[src/hw/rtl/json_string_unescaper_defines.svh]
// Assertion macros used by the unescaper RTL.
// No dependencies; include with the bare file name.
`ifndef JSON_STRING_UNESCAPER_DEFINES_SVH
`define JSON_STRING_UNESCAPER_DEFINES_SVH

// Same-cycle implication, disabled during reset
`define JSU_ASSERT_SAME(label, ck, rs, ante, cons, msg) \
  label: assert property (@(posedge ck) disable iff (rs) (ante) |-> (cons)) else $error(msg);

// Next-cycle implication, disabled during reset
`define JSU_ASSERT_NEXT(label, ck, rs, ante, cons, msg) \
  label: assert property (@(posedge ck) disable iff (rs) (ante) |=> (cons)) else $error(msg);

`endif

[src/hw/rtl/jsu_pkg.sv]
// Types, codes and decode helpers for the JSON string unescaper.
// No dependencies; imported by json_string_unescaper.
package jsu_pkg;

  typedef enum logic [1:0] {
    MODE_IDLE = 2'd0,
    MODE_STR  = 2'd1,
    MODE_ESC  = 2'd2,
    MODE_HEX  = 2'd3
  } mode_t;

  typedef enum logic [2:0] {
    ST_BYTE    = 3'd0,
    ST_DONE    = 3'd1,
    ST_NOQUOTE = 3'd2,
    ST_CUTESC  = 3'd3,
    ST_SHORTU  = 3'd4,
    ST_BADHEX  = 3'd5,
    ST_UNKESC  = 3'd6,
    ST_UNTERM  = 3'd7
  } status_t;

  localparam logic [7:0] CH_QUOTE  = 8'h22;
  localparam logic [7:0] CH_BSLASH = 8'h5C;
  localparam logic [7:0] CH_U      = 8'h75;

  localparam logic [15:0] LIM_ONE = 16'h0080;
  localparam logic [15:0] LIM_TWO = 16'h0800;
  localparam logic [7:0]  LEAD2   = 8'hC0;
  localparam logic [7:0]  LEAD3   = 8'hE0;
  localparam logic [7:0]  CONT    = 8'h80;

  // {valid, value} of an ASCII hex digit
  function automatic logic [4:0] hex_decode(input logic [7:0] b);
    logic [4:0] r;
    r = 5'd0;
    if (b >= 8'h30 && b <= 8'h39) begin
      r = {1'b1, 4'(b - 8'h30)};
    end else if (b >= 8'h61 && b <= 8'h66) begin
      r = {1'b1, 4'(b - 8'h57)};
    end else if (b >= 8'h41 && b <= 8'h46) begin
      r = {1'b1, 4'(b - 8'h37)};
    end
    return r;
  endfunction

  // {valid, byte} of a single-character escape
  function automatic logic [8:0] esc_decode(input logic [7:0] b);
    logic [8:0] r;
    unique case (b)
      8'h22, 8'h5C, 8'h2F: r = {1'b1, b};
      8'h62:               r = {1'b1, 8'h08};
      8'h66:               r = {1'b1, 8'h0C};
      8'h6E:               r = {1'b1, 8'h0A};
      8'h72:               r = {1'b1, 8'h0D};
      8'h74:               r = {1'b1, 8'h09};
      default:             r = 9'd0;
    endcase
    return r;
  endfunction

endpackage

[src/hw/rtl/json_string_unescaper.sv]
// JSON string unescaper: raw quoted-string bytes in, decoded UTF-8 bytes out.
// Depends on jsu_pkg and json_string_unescaper_defines.svh.
//
// Usage:
//   Input beats carry one raw byte each on s_tdata, starting at the opening
//   quote; s_tlast marks the final byte of the buffer. Output beats carry a
//   decoded byte on m_tdata and a status code on m_tuser (0 data byte,
//   1 done, 2 no quote, 3 cut escape, 4 short \u, 5 bad hex, 6 unknown
//   escape, 7 unterminated). m_tlast marks the last beat caused by one
//   input byte. An input byte gives 0 to 4 output beats.
// Timing:
//   Each accepted byte is decoded in the cycle it arrives and its beats land
//   in a 4-entry result buffer; the first beat is visible in the next cycle.
//   One beat drains per cycle while m_tready is high, so plain bytes sustain
//   one byte per cycle and a byte giving more than one beat keeps s_tready
//   low until only its last beat is left; the drain of the result buffer sets this rate.
// Reset and stalls:
//   rst empties the result buffer and returns to waiting for an opening
//   quote. While the receiver stalls the buffer holds; a new byte is taken
//   only when the buffer is empty or empties in that same cycle.
`include "json_string_unescaper_defines.svh"

module json_string_unescaper (
  input  logic             clk,
  input  logic             rst,
  input  logic             s_tvalid,
  output logic             s_tready,
  input  logic [7:0]       s_tdata,   // [7:0] data_byte
  input  logic             s_tlast,   // is_last
  output logic             m_tvalid,
  input  logic             m_tready,
  output logic [7:0]       m_tdata,   // [7:0] out_byte
  output jsu_pkg::status_t m_tuser,   // [2:0] status
  output logic             m_tlast    // last_of_run
);
  import jsu_pkg::*;

  // decoder state
  mode_t       mode, mode_next;
  logic [1:0]  hex_seen, hex_seen_next;
  logic [15:0] acc, acc_next;

  // result buffer, head at entry 0
  logic [7:0]  ent_byte [4];
  status_t     ent_stat [4];
  logic [2:0]  cnt;

  logic        s_accept, m_pop;
  logic [4:0]  hex_dec;
  logic [8:0]  esc_dec;
  logic [15:0] acc_new;

  // results of the byte at the input
  logic [1:0]  pre_cnt;
  logic [7:0]  pre_byte [3];
  logic        tail_en;
  status_t     tail_stat;
  logic [7:0]  enc_byte [3];
  logic [1:0]  enc_len;

  assign m_pop    = m_tvalid && m_tready;
  assign s_tready = (cnt == 3'd0) || (cnt == 3'd1 && m_tready);
  assign s_accept = s_tvalid && s_tready;

  assign hex_dec = hex_decode(s_tdata);
  assign esc_dec = esc_decode(s_tdata);
  assign acc_new = {acc[11:0], hex_dec[3:0]};

  // UTF-8 encode of the completed code unit
  always_comb begin
    enc_byte[0] = acc_new[7:0];
    enc_byte[1] = 8'd0;
    enc_byte[2] = 8'd0;
    enc_len     = 2'd1;
    if (acc_new < LIM_ONE) begin
      enc_len = 2'd1;
    end else if (acc_new < LIM_TWO) begin
      enc_byte[0] = LEAD2 | {3'b000, acc_new[10:6]};
      enc_byte[1] = CONT | {2'b00, acc_new[5:0]};
      enc_len     = 2'd2;
    end else begin
      enc_byte[0] = LEAD3 | {4'b0000, acc_new[15:12]};
      enc_byte[1] = CONT | {2'b00, acc_new[11:6]};
      enc_byte[2] = CONT | {2'b00, acc_new[5:0]};
      enc_len     = 2'd3;
    end
  end

  // next state of the decoder
  always_comb begin
    mode_next     = mode;
    hex_seen_next = hex_seen;
    acc_next      = acc;
    unique case (mode)
      MODE_IDLE: begin
        if (s_tdata == CH_QUOTE && !s_tlast) mode_next = MODE_STR;
      end
      MODE_STR: begin
        if (s_tdata == CH_QUOTE) begin
          mode_next = MODE_IDLE;
        end else if (s_tdata == CH_BSLASH) begin
          mode_next = s_tlast ? MODE_IDLE : MODE_ESC;
        end else begin
          mode_next = s_tlast ? MODE_IDLE : MODE_STR;
        end
      end
      MODE_ESC: begin
        if (esc_dec[8]) begin
          mode_next = s_tlast ? MODE_IDLE : MODE_STR;
        end else if (s_tdata == CH_U) begin
          hex_seen_next = 2'd0;
          acc_next      = 16'd0;
          mode_next     = s_tlast ? MODE_IDLE : MODE_HEX;
        end else begin
          mode_next = MODE_IDLE;
        end
      end
      MODE_HEX: begin
        if (!hex_dec[4]) begin
          mode_next = MODE_IDLE;
        end else begin
          acc_next = acc_new;
          if (hex_seen == 2'd3) begin
            hex_seen_next = 2'd0;
            mode_next     = s_tlast ? MODE_IDLE : MODE_STR;
          end else begin
            hex_seen_next = hex_seen + 2'd1;
            mode_next     = s_tlast ? MODE_IDLE : MODE_HEX;
          end
        end
      end
      default: mode_next = MODE_IDLE;
    endcase
  end

  // result beats: decoded bytes first, then an optional status beat
  always_comb begin
    pre_cnt     = 2'd0;
    pre_byte[0] = 8'd0;
    pre_byte[1] = 8'd0;
    pre_byte[2] = 8'd0;
    tail_en     = 1'b0;
    tail_stat   = ST_BYTE;
    unique case (mode)
      MODE_IDLE: begin
        if (s_tdata != CH_QUOTE) begin
          tail_en   = 1'b1;
          tail_stat = ST_NOQUOTE;
        end else if (s_tlast) begin
          tail_en   = 1'b1;
          tail_stat = ST_UNTERM;
        end
      end
      MODE_STR: begin
        if (s_tdata == CH_QUOTE) begin
          tail_en   = 1'b1;
          tail_stat = ST_DONE;
        end else if (s_tdata == CH_BSLASH) begin
          tail_en   = s_tlast;
          tail_stat = ST_CUTESC;
        end else begin
          pre_cnt     = 2'd1;
          pre_byte[0] = s_tdata;
          tail_en     = s_tlast;
          tail_stat   = ST_UNTERM;
        end
      end
      MODE_ESC: begin
        if (esc_dec[8]) begin
          pre_cnt     = 2'd1;
          pre_byte[0] = esc_dec[7:0];
          tail_en     = s_tlast;
          tail_stat   = ST_UNTERM;
        end else if (s_tdata == CH_U) begin
          tail_en   = s_tlast;
          tail_stat = ST_SHORTU;
        end else begin
          tail_en   = 1'b1;
          tail_stat = ST_UNKESC;
        end
      end
      MODE_HEX: begin
        if (!hex_dec[4]) begin
          tail_en   = 1'b1;
          tail_stat = ST_BADHEX;
        end else if (hex_seen == 2'd3) begin
          pre_cnt     = enc_len;
          pre_byte[0] = enc_byte[0];
          pre_byte[1] = enc_byte[1];
          pre_byte[2] = enc_byte[2];
          tail_en     = s_tlast;
          tail_stat   = ST_UNTERM;
        end else begin
          tail_en   = s_tlast;
          tail_stat = ST_SHORTU;
        end
      end
      default: ;
    endcase
  end

  // advance decoder state on an accepted beat
  always_ff @(posedge clk) begin
    if (rst) begin
      mode     <= MODE_IDLE;
      hex_seen <= 2'd0;
      acc      <= 16'd0;
    end else if (s_accept) begin
      mode     <= mode_next;
      hex_seen <= hex_seen_next;
      acc      <= acc_next;
    end
  end

  // buffer fill count: load on accept, else drain one per pop
  always_ff @(posedge clk) begin
    if (rst) begin
      cnt <= 3'd0;
    end else if (s_accept) begin
      cnt <= {1'b0, pre_cnt} + {2'b00, tail_en};
    end else if (m_pop) begin
      cnt <= cnt - 3'd1;
    end
  end

  // buffer payload: load all entries, or shift toward the head
  always_ff @(posedge clk) begin
    if (s_accept) begin
      ent_byte[0] <= (pre_cnt > 2'd0) ? pre_byte[0] : 8'd0;
      ent_stat[0] <= (pre_cnt > 2'd0) ? ST_BYTE : tail_stat;
      ent_byte[1] <= (pre_cnt > 2'd1) ? pre_byte[1] : 8'd0;
      ent_stat[1] <= (pre_cnt > 2'd1) ? ST_BYTE : tail_stat;
      ent_byte[2] <= (pre_cnt > 2'd2) ? pre_byte[2] : 8'd0;
      ent_stat[2] <= (pre_cnt > 2'd2) ? ST_BYTE : tail_stat;
      ent_byte[3] <= 8'd0;
      ent_stat[3] <= tail_stat;
    end else if (m_pop) begin
      ent_byte[0] <= ent_byte[1];
      ent_stat[0] <= ent_stat[1];
      ent_byte[1] <= ent_byte[2];
      ent_stat[1] <= ent_stat[2];
      ent_byte[2] <= ent_byte[3];
      ent_stat[2] <= ent_stat[3];
    end
  end

  // drive the output beat from the head entry
  assign m_tvalid = (cnt != 3'd0);
  assign m_tdata  = ent_byte[0];
  assign m_tuser  = ent_stat[0];
  assign m_tlast  = (cnt == 3'd1);

  // checks
  `JSU_ASSERT_SAME(a_status_closes_run, clk, rst, m_tvalid && m_tuser != ST_BYTE,
    m_tlast, "status beat is not the last of its run")
  `JSU_ASSERT_NEXT(a_noquote_reported, clk, rst,
    s_accept && mode == MODE_IDLE && s_tdata != CH_QUOTE,
    m_tvalid && m_tuser == ST_NOQUOTE && m_tlast && mode == MODE_IDLE,
    "stray byte before opening quote not reported")
  `JSU_ASSERT_NEXT(a_uesc_starts_hex, clk, rst,
    s_accept && mode == MODE_ESC && s_tdata == CH_U && !s_tlast,
    mode == MODE_HEX && hex_seen == 2'd0 && acc == 16'd0 && !m_tvalid,
    "\\u escape did not start a clean hex run")
  `JSU_ASSERT_SAME(a_no_accept_in_burst, clk, rst, s_accept,
    cnt <= 3'd1, "input taken while a multi-beat run is pending")

endmodule
[config.mk]
export PLATFORM = sky130hd
export DESIGN_NAME = json_string_unescaper
export DESIGN_NICKNAME = d
export VERILOG_FILES = /design/src/hw/rtl/jsu_pkg.sv /design/src/hw/rtl/json_string_unescaper.sv
export VERILOG_INCLUDE_DIRS = /design/src /design/src/hw/rtl
export SDC_FILE = /design/constraint.sdc
export NUM_CORES = 1
export LEC_CHECK = 0
export BUFFER_PORTS_ARGS = -buffer_cell sky130_fd_sc_hd__buf_4
export CAP_MARGIN = 30
export CORE_MARGIN = 10
export CORE_UTILIZATION = 55
export CTS_CLUSTER_SIZE = 16
export DETAILED_ROUTE_END_ITERATION = 8
export PLACE_DENSITY = 0.74
export SETUP_SLACK_MARGIN = 0.5
export SLEW_MARGIN = 10
export SYNTH_ARGS = -nofsm -noshare
export SYNTH_HDL_FRONTEND = slang
export SYNTH_SLANG_ARGS = --single-unit
[constraint.sdc]
create_clock -name clk -period 5 [get_ports clk]
set_input_delay 0.5 -clock clk [delete_from_list [all_inputs] [get_ports clk]]
set_output_delay 0.5 -clock clk [all_outputs]
set_load 0.02 [all_outputs]
; Word-level counts from Yosys, hierarchy flattened
; Memories as Yosys holds them, arrays and structs flattened.
; Cells that the tools add are included.
; Widths: inputs -> output; s select.
[word_totals]
register_bits = 19
wordCells = 142
ram_bits = 44
out_inout_bits = 14
inputBits = 13
n_memories = 2
[classes]
reduce_logical = 17
n_mux = 77
magnitude_cmp = 11
eq_ne = 19
bitwise_logic = 6
add_sub_neg = 6
[memory_table]
columns = memory, words, word_bits, read_ports, rd_ports_with_merged_regs, wr, line_no
row1 = ent_byte, 4, 8, 4, 0, 4, json_string_unescaper.sv:44  ; logic [7:0] ent_byte [4];
row2 = ent_stat, 4, 3, 4, 0, 4, json_string_unescaper.sv:45  ; status_t ent_stat [4];
[op_table]
columns = operator, n
row1 = $mux 8, 10
row2 = $mux 24, 3
row3 = $eq 8x7->1 const B, 7
row4 = $pmux 9 s6, 1
row5 = $mux 3, 13
row6 = $mux 2, 19
row7 = $mux 12, 3
row8 = $pmux 12 s2, 1
row9 = $pmux 8 s3, 1
row10 = $eq 8x6->1 const B, 2
row11 = $ge 8x7->1 const B, 2
row12 = $le 8x7->1 const B, 2
row13 = $lt 16x12->1 const B, 1
row14 = $lt 16x8->1 const B, 1
row15 = $mux 1, 16
row16 = $mux 16, 1
row17 = $mux 5, 3
row18 = $mux 14, 1
row19 = $pmux 3 s4, 1
row20 = $ge 8x6->1 const B, 1
row21 = $le 8x6->1 const B, 1
row22 = $ne 2x2->1 const B, 4
row23 = $ne 8x6->1 const B, 1
row24 = $pmux 2 s4, 1
row25 = other kinds (24), 40

; Logic depth before layout (Yosys ltp)
; Gate-level depths: netlist (run 1).
[logic_depth]
word_depth = 14
mapped_depth = 14
depth_no_buf = 14

; Least setup slack after synthesis (run 1)
; No wires, ideal clock.
[synth_timing]
path_type = in2reg
startpoint = in s_tdata[0]
endpoint = reg cnt[2]
arrival_ps = 2712
stages = 13
slack_ps = 2160
setup_time_ps = 128
n_path_buf = 0
required_ps = 4872
path_cell_list = inv_1 > ha_1 > nor3b_1 > nand2_1 > ha_1 > nor2b_1 > a211o_1 > ha_1 > ha_1 > nand2_1 > o21ai_0 > a22oi_1 > nor2_1
[synth_via]
elab_chain_len = 13
elab_cells_between_ends = 45
cone_classes = add/sub: 4 / order compare: 8 / eq/ne: 10 / mux: 19 / reduce/logical: 4
[synth_lines]
columns = element, line_no
row1 = "start, declared", json_string_unescaper.sv:28  ; input logic [7:0] s_tdata,
row2 = $ge 8x7->1 / $le 8x7->1 (equally long branches), jsu_pkg.sv:41  ; end else if (b >= 8'h41 && b <= 8'h46) begin
row3 = $logic_and 1x1->1, jsu_pkg.sv:41
row4 = $mux 5, jsu_pkg.sv:41
row5 = $mux 5, jsu_pkg.sv:39  ; end else if (b >= 8'h61 && b <= 8'h66) begin
row6 = $mux 5, jsu_pkg.sv:37  ; if (b >= 8'h30 && b <= 8'h39) begin
row7 = $lt 16x12->1, json_string_unescaper.sv:77  ; end else if (acc_new < LIM_TWO) begin
row8 = $mux 1, json_string_unescaper.sv:77
row9 = $mux 2, json_string_unescaper.sv:75  ; if (acc_new < LIM_ONE) begin
row10 = $mux 2, json_string_unescaper.sv:186  ; end else if (hex_seen == 2'd3) begin
row11 = $mux 2, json_string_unescaper.sv:183  ; if (!hex_dec[4]) begin
row12 = $pmux 2 s3, json_string_unescaper.sv:144  ; unique case (mode)
row13 = $add 2x1->3 (*), json_string_unescaper.sv:220  ; cnt <= {1'b0, pre_cnt} + {2'b00, tail_en};
row14 = $mux 3 (*), json_string_unescaper.sv:219  ; end else if (s_accept) begin
row15 = "end signal, assigned", json_string_unescaper.sv:220
row16 = "end signal, assigned", json_string_unescaper.sv:222  ; cnt <= cnt - 3'd1;
row17 = "end, declared", json_string_unescaper.sv:46  ; logic [2:0] cnt;
; Every way passes the cells marked *; elsewhere a longest branch is shown, timed or not.
; A chain may end at the register's enable or synchronous reset.

; Worst setup path in the final report (run 1)
; Ends and elaborated chain as after synthesis.

==> qor.yml, run 1 <==
synth_flop_cell: "edfxtp_1"
grt_overflow: 0
ys_top_cells_by_area: "edfxtp_1 32%, dfxtp_1 12%, nand2_1 6.0%"
drv_slew: 0
via_count: 2747
ant_nets: 0
whs_endpoint: "hex_seen[1]"
cts_buffers: 5
yosys.area_share.simple_pct: 21.4
crit_type: "primary input to register"
clk_pin_slew_ns: 0.11
synth_edf_count: 34
skew_ns: 0.0130
die_y_um: 96.3
postCtsHoldBufs: 0
max_slew_margin_pct: 39.7
hold_path_class: "register to register"
synth_cell_types: 61
synth_xor_area_share_pct: 0
synth_nets: 377
antenna_cells: 0
syn_to_final_growth_pct: 9.07
peakVddDrop_mv: 0.288
synth_mux_area_share_pct: 0.352
finalPower_mw: 1.53
rrSetupSlack_ns: 2.47
cts_tree: "yes"
grt_pass1_wl_mm: 12.5
ys_seq_area_share_pct: 43.8
yosys_warnings: 0
cts.sinks: 53
cts_htree_levels: 2
synth_compound_area_share_pct: 23.2
r2r_end: "hex_seen[0]"
grt_setup_unrepaired: "no"
synth_top_area_share_pct: 31.9
status: "complete, no violations"
routed_wirelength_mm: 7.63
core_um2: 5570
finalSetupViolCount: 0
netlist_top_cells_count: "51 x nand2_1, 34 x edfxtp_1, 31 x a21oi_1"
power_density_nw_per_um2: 437
die_area_um2: 9270
p_leak_nw: 1.29
netlist_area_um2: 3200
min_period_over_period_pct: 58.6
num_rows: 27
synth_top_family_by_area: "compound AO/OA/AOI/OAI gates"
place_congestion: 0.919
final_cell_area_um2: 3490
maxCapViolCount: 0
antenna_found_initial: 0
detail_route.first_pass.iterations: 8
r2r_start: "cnt[1]"
num_io_pins: 27
fin_setup_tns_ns: 0
fmax_ghz: 0.341
synth_seq_cells: 53
cp-start-kind: "primary input"
post-route-worst-setup-slack_ns: 2.07
synth.avg_cell_area_um2: 9.09
yosysMostFrequentCell: "nand2_1"
swShare_pct: 34.6
drt_iter0_markers: 296
final_hold_viol_count: 0
hp-start: "hex_seen[1]"
dp_hpwl_mm: 5.65
grt_max_degree: 36
netlist_instances: 352
dieWidth_um: 96.3
cp.required_ns: 5.20
utilization_pct: 62.6
nets: 386
synthAdderAreaFrac_pct: 4.69
start_util_pct: 57.4
cts_root_buf: "clkbuf_8"
via_per_inst: 6.33
pwr-share-clk_pct: 19.9
insertion_delay_ns: 0.31
cp-end-kind: "register"
worst_pin_slew_ns: 0.893
min_period_ns: 2.93
cts_resized: 0
synth_top_area_cell: "edfxtp_1"
grt_usage_pct: 16.9
post-cts-setup-buffers: 0
seqPwrFrac_pct: 44.5
critPathArrivalTime_ns: 3.13
power_frac_comb_pct: 35.6
clockBufferDepth: 2
io_buffers: 26
synthArstFlopShare_pct: 0
switchingPower_uw: 528
drive_above_1_share_pct: 13.5
cp_max_fo: 8
drc: 0
post-place-ws_ns: 1.77
placed_area_um2: 3370
whs_path_depth: 2
routedWlPerCell_um: 17.6
internal_power_uw: 998
grt_pass1_vias: 2599
reg2reg_depth: 9
-- state kept, by name, indices dropped and copies added (netlist names) --
register  count
hex_seen      2
ent_stat     12
ent_byte     22
cnt           3
mode          2
acc          12
-- routing by layer --
metal	vias up	GRT usage, %	share of wire (%)
li1	1318	-	-
met1	1307	21.5	43
met2	106	28.5	49
met3	16	3.11	7.2
met4	0	4.79	1.6
met5	-	0	0
-- how the worst max path moves through the flow --
stage | start | to | slack [ns] | cells after the start
2_1_floorplan | s_tdata[0] | cnt[2] | 2.16 | 13
3_3_place_gp | s_tdata[0] | cnt[2] | 1.84 | 14
3_5_place_dp | s_tdata[0] | cnt[2] | 1.77 | 14
4_1_cts | s_tdata[0] | cnt[2] | 2.10 | 14
5_1_grt | s_tdata[0] | cnt[2] | 1.90 | 14
6_report | s_tdata[0] | cnt[2] | 2.07 | 14
-- logic make-up (layout without fill, tap and decap cells) --
group	Yosys count	after routing
compound gates	111	111
simple gates	134	134
mux	1	1
fa+ha+maj	12	12
flops	53	53
buf+inv	41	51
-- critical path, stage by stage --
cell and delay, ns:
buf_4 0.14, inv_1 0.12, ha_1 0.25, nor3b_1 0.38, nand2_1 0.24, ha_1 0.36, nor2b_1 0.13, a211o_1 0.29
ha_1 0.20, ha_1 0.18, nand2_1 0.05, o21ai_0 0.07, a22oi_1 0.18, nor2_1 0.06
-- cell type report --
type                    instances  area (um^2)
clock buffers                   5         68.8
clock inverters                 3         50.0
fillers                       487         2080
inverters                      14         52.6
multi-input cells             258         1590
flip-flops and latches         53         1400
well taps                      72         90.1
repair buffers                 29          238
-- stage by stage --
| step | std cells | hold slack, ns |
|---|---|---|
| 2_1_floorplan | 352 | 0.436 |
| 3_3_place_gp | 425 | 0.442 |
| 3_5_place_dp | 426 | 0.448 |
| 4_1_cts | 434 | 0.463 |
| 5_1_grt | 434 | 0.495 |
| 6_report | 434 | 0.460 |
-- power groups by stage --
stage | clock network [mW] | registers (mW) | logic [mW]
2_1_floorplan | 0 | 0.676 | 0.398
3_3_place_gp | 0 | 0.687 | 0.508
3_5_place_dp | 0 | 0.690 | 0.548
4_1_cts | 0.308 | 0.680 | 0.549
5_1_grt | 0.325 | 0.694 | 0.594
6_report | 0.304 | 0.679 | 0.544
-- cell usage in the layout (no fill, tap or decap), drive strengths merged, types with 3 or more instances in the layout --
cell / count
buf: 29
or3: 4
edfxtp: 34
ha: 12
dfxtp: 19
nand4: 4
and2: 6
nor4: 3
nand2b: 6
o31ai: 6
o21ai: 26
a22o: 3
o22ai: 3
nor2: 18
inv: 15
clkbuf: 5
and3: 3
nand3: 19
a31oi: 5
nor3: 4
a21oi: 31
nor2b: 4
a22oi: 8
nor3b: 4
nand2: 51
(Power assumes the default switching activity.)
==> run 2, diff against run 1 <==
==> constraint.sdc (replaced) <==
create_clock -name clk -period 2.83 [get_ports clk]
set_input_delay 0.283 -clock clk [delete_from_list [all_inputs] [get_ports clk]]
set_output_delay 0.283 -clock clk [all_outputs]
set_load 0.02 [all_outputs]
==> qor.yml, run 2 (same netlist as run 1, synthesis figures left out) <==
status: "complete, no violations"  # unchanged
crit_type: "register to register"  # was primary input to register
insertion_delay_ns: 0.31  # about the same
area.sequential_um2: 1400  # about the same
grt_setup_unrepaired: "no"  # unchanged
start_util_pct: 57.4  # unchanged
final_hold_viol_count: 0  # unchanged
cp.required_ns: 3.08  # was 5.20 ns
rrSetupSlack_ns: 0.56  # was 2.47 ns
whs_path_depth: 2  # unchanged
drt_iter0_markers: 353  # was 296
fin_setup_tns_ns: 0  # unchanged
cts.sinks: 53  # unchanged
power_frac_comb_pct: 38.8  # was 35.6%
largest_reg_flops: 22  # unchanged
fmax_ghz: 0.441
maxCapViolCount: 0  # unchanged
via_count: 2870  # was 2747
min_period_over_period_pct: 80.1
cts_htree_levels: 2  # unchanged
dieWidth_um: 96.3  # unchanged
cp-start-kind: "register"  # was primary input
routedWlPerCell_um: 18.7  # was 17.6 um
grt_pass1_wl_mm: 13.5  # was 12.5 mm
peakVddDrop_mv: 0.620  # was 0.288 mV
swShare_pct: 36.4  # was 34.6%
finalSetupViolCount: 0  # unchanged
place_congestion: 0.947  # was 0.919
grt_pass1_vias: 2687  # was 2599
mostFrequentLayoutCells: "47 x nand2_1, 47 x buf_4, 34 x edfxtp_1"  # was 51 x nand2_1, 34 x edfxtp_1, 31 x a21oi_1
whs_endpoint: "cnt[0]"  # was hex_seen[1]
internal_power_mw: 1.71  # was 998 uW
drive_above_1_share_pct: 27.8  # was 13.5%
max_slew_margin_pct: 46.9  # was 39.7%
grt_max_degree: 36  # unchanged
seqPwrFrac_pct: 45.4  # was 44.5%
cts_root_buf: "clkbuf_8"  # unchanged
top_register: "ent_byte"  # unchanged
antenna_found_initial: 0  # unchanged
switchingPower_uw: 976  # was 528 uW
hp-start: "rst"  # was hex_seen[1]
reg2reg_depth: 8  # was 9
multi_input_area_um2: 1800  # was 1590 um^2
grt_usage_pct: 18.4  # was 16.9%
worst_pin_slew_ns: 0.796  # was 0.893 ns
finalPower_mw: 2.68  # was 1.53 mW
num_rows: 27  # unchanged
dp_hpwl_mm: 6.05  # was 5.65 mm
post-route-worst-setup-slack_ns: 0.562  # was 2.07 ns
routed_wirelength_mm: 8.61  # was 7.63 mm
antenna_cells: 0  # unchanged
r2r_end: "hex_seen[0]"  # unchanged
cp_max_fo: 7  # was 8
detail_route.first_pass.iterations: 5  # was 8
post-place-ws_ns: 0.101  # was 1.77 ns
cts_tree: "yes"  # unchanged
clk_pin_slew_ns: 0.10  # was 0.11 ns
power_density_nw_per_um2: 687  # was 437 nW/um^2
hold_path_class: "primary input to register"  # was register to register
die_y_um: 96.3  # unchanged
r2r_start: "cnt[1]"  # unchanged
die_area_um2: 9270  # unchanged
skew_ns: 0.0108  # was 0.0130 ns
critPathArrivalTime_ns: 2.51  # was 3.13 ns
fill_cells: 430  # was 487
cp-end-kind: "register"  # unchanged
grt_overflow: 0  # unchanged
core_um2: 5570  # unchanged
reg_top3: "ent_byte (22), acc (12), ent_stat (12)"  # unchanged
drc: 0  # unchanged
nets: 412  # was 386
pwr-share-clk_pct: 15.8  # was 19.9%
io_buffers: 26  # unchanged
ant_nets: 0  # unchanged
p_leak_nw: 1.45  # was 1.29 nW
clockBufferDepth: 2  # unchanged
cts_buffers: 5  # unchanged
num_io_pins: 27  # unchanged
drv_slew: 0  # unchanged
via_per_inst: 6.24  # was 6.33
min_period_ns: 2.27
syn_to_final_growth_pct: 22.0  # was 9.07%
## run 2: routing by layer
layer  GRT usage, %  routed length (um)
met1           25.1                3620
met2           28.9                4070
met3           3.74                 801
met4           4.67                 121
met5              0                   0
## run 2: worst max path at each step
stage	startpoint	endpoint	slack, ns	cells after the start
2_1_floorplan	s_tdata[3]	cnt[1]	0.46	12
3_3_place_gp	s_tdata[0]	cnt[2]	0.16	15
3_5_place_dp	s_tdata[0]	cnt[1]	0.10	14
4_1_cts	s_tdata[3]	cnt[1]	0.49	12
5_1_grt	cnt[1]	acc[5]	0.47	8
6_report	cnt[1]	hex_seen[0]	0.56	8
## run 2: worst max-delay path: stages (launching register included)
cell and delay [ns]:
dfxtp_1 0.34, inv_2 0.11, ha_4 0.14, a21oi_1 0.07, nor3b_2 0.30, nand4_1 0.23
o32a_4 0.45, or4_4 0.42, a21oi_1 0.14
## run 2: timing repair
action | 4_1_cts | 5_1_grt
pin swaps | 2 | 13
endpoints found under the setup margin | 3 | 30
buffers inserted | 3 | 14
endpoints found under the hold margin | 0 | 0
hold buffers | 0 | 0
gates resized for setup | 2 | 39
## run 2: per-stage QoR
stage	cell area [um^2]	instances	hold slack [ns]	utilization, %
floorplan	3300	352	0.436	-
global placement	3510	435	0.444	63.0
detailed placement	3510	435	0.459	63.0
CTS	3630	446	0.292	65.1
global route	3900	460	0.315	70.0
finish	3900	460	0.292	70.0
## run 2: final cells by class
cell class | instances | area share, %
well taps | 72 | 2.31
inverters | 14 | 1.73
clock inverters | 3 | 0.449
clock buffers | 5 | 1.76
multi-input cells | 258 | 46.1
flip-flops and latches | 53 | 36.0
repair buffers | 55 | 11.6
## run 2: power groups by stage
stage	combinational [mW]	clock (mW)	sequential, mW
6_report	1.04	0.423	1.22
5_1_grt	1.14	0.451	1.24
4_1_cts	0.974	0.427	1.21
3_5_place_dp	0.958	0	1.22
3_3_place_gp	0.944	0	1.22
2_1_floorplan	0.711	0	1.19
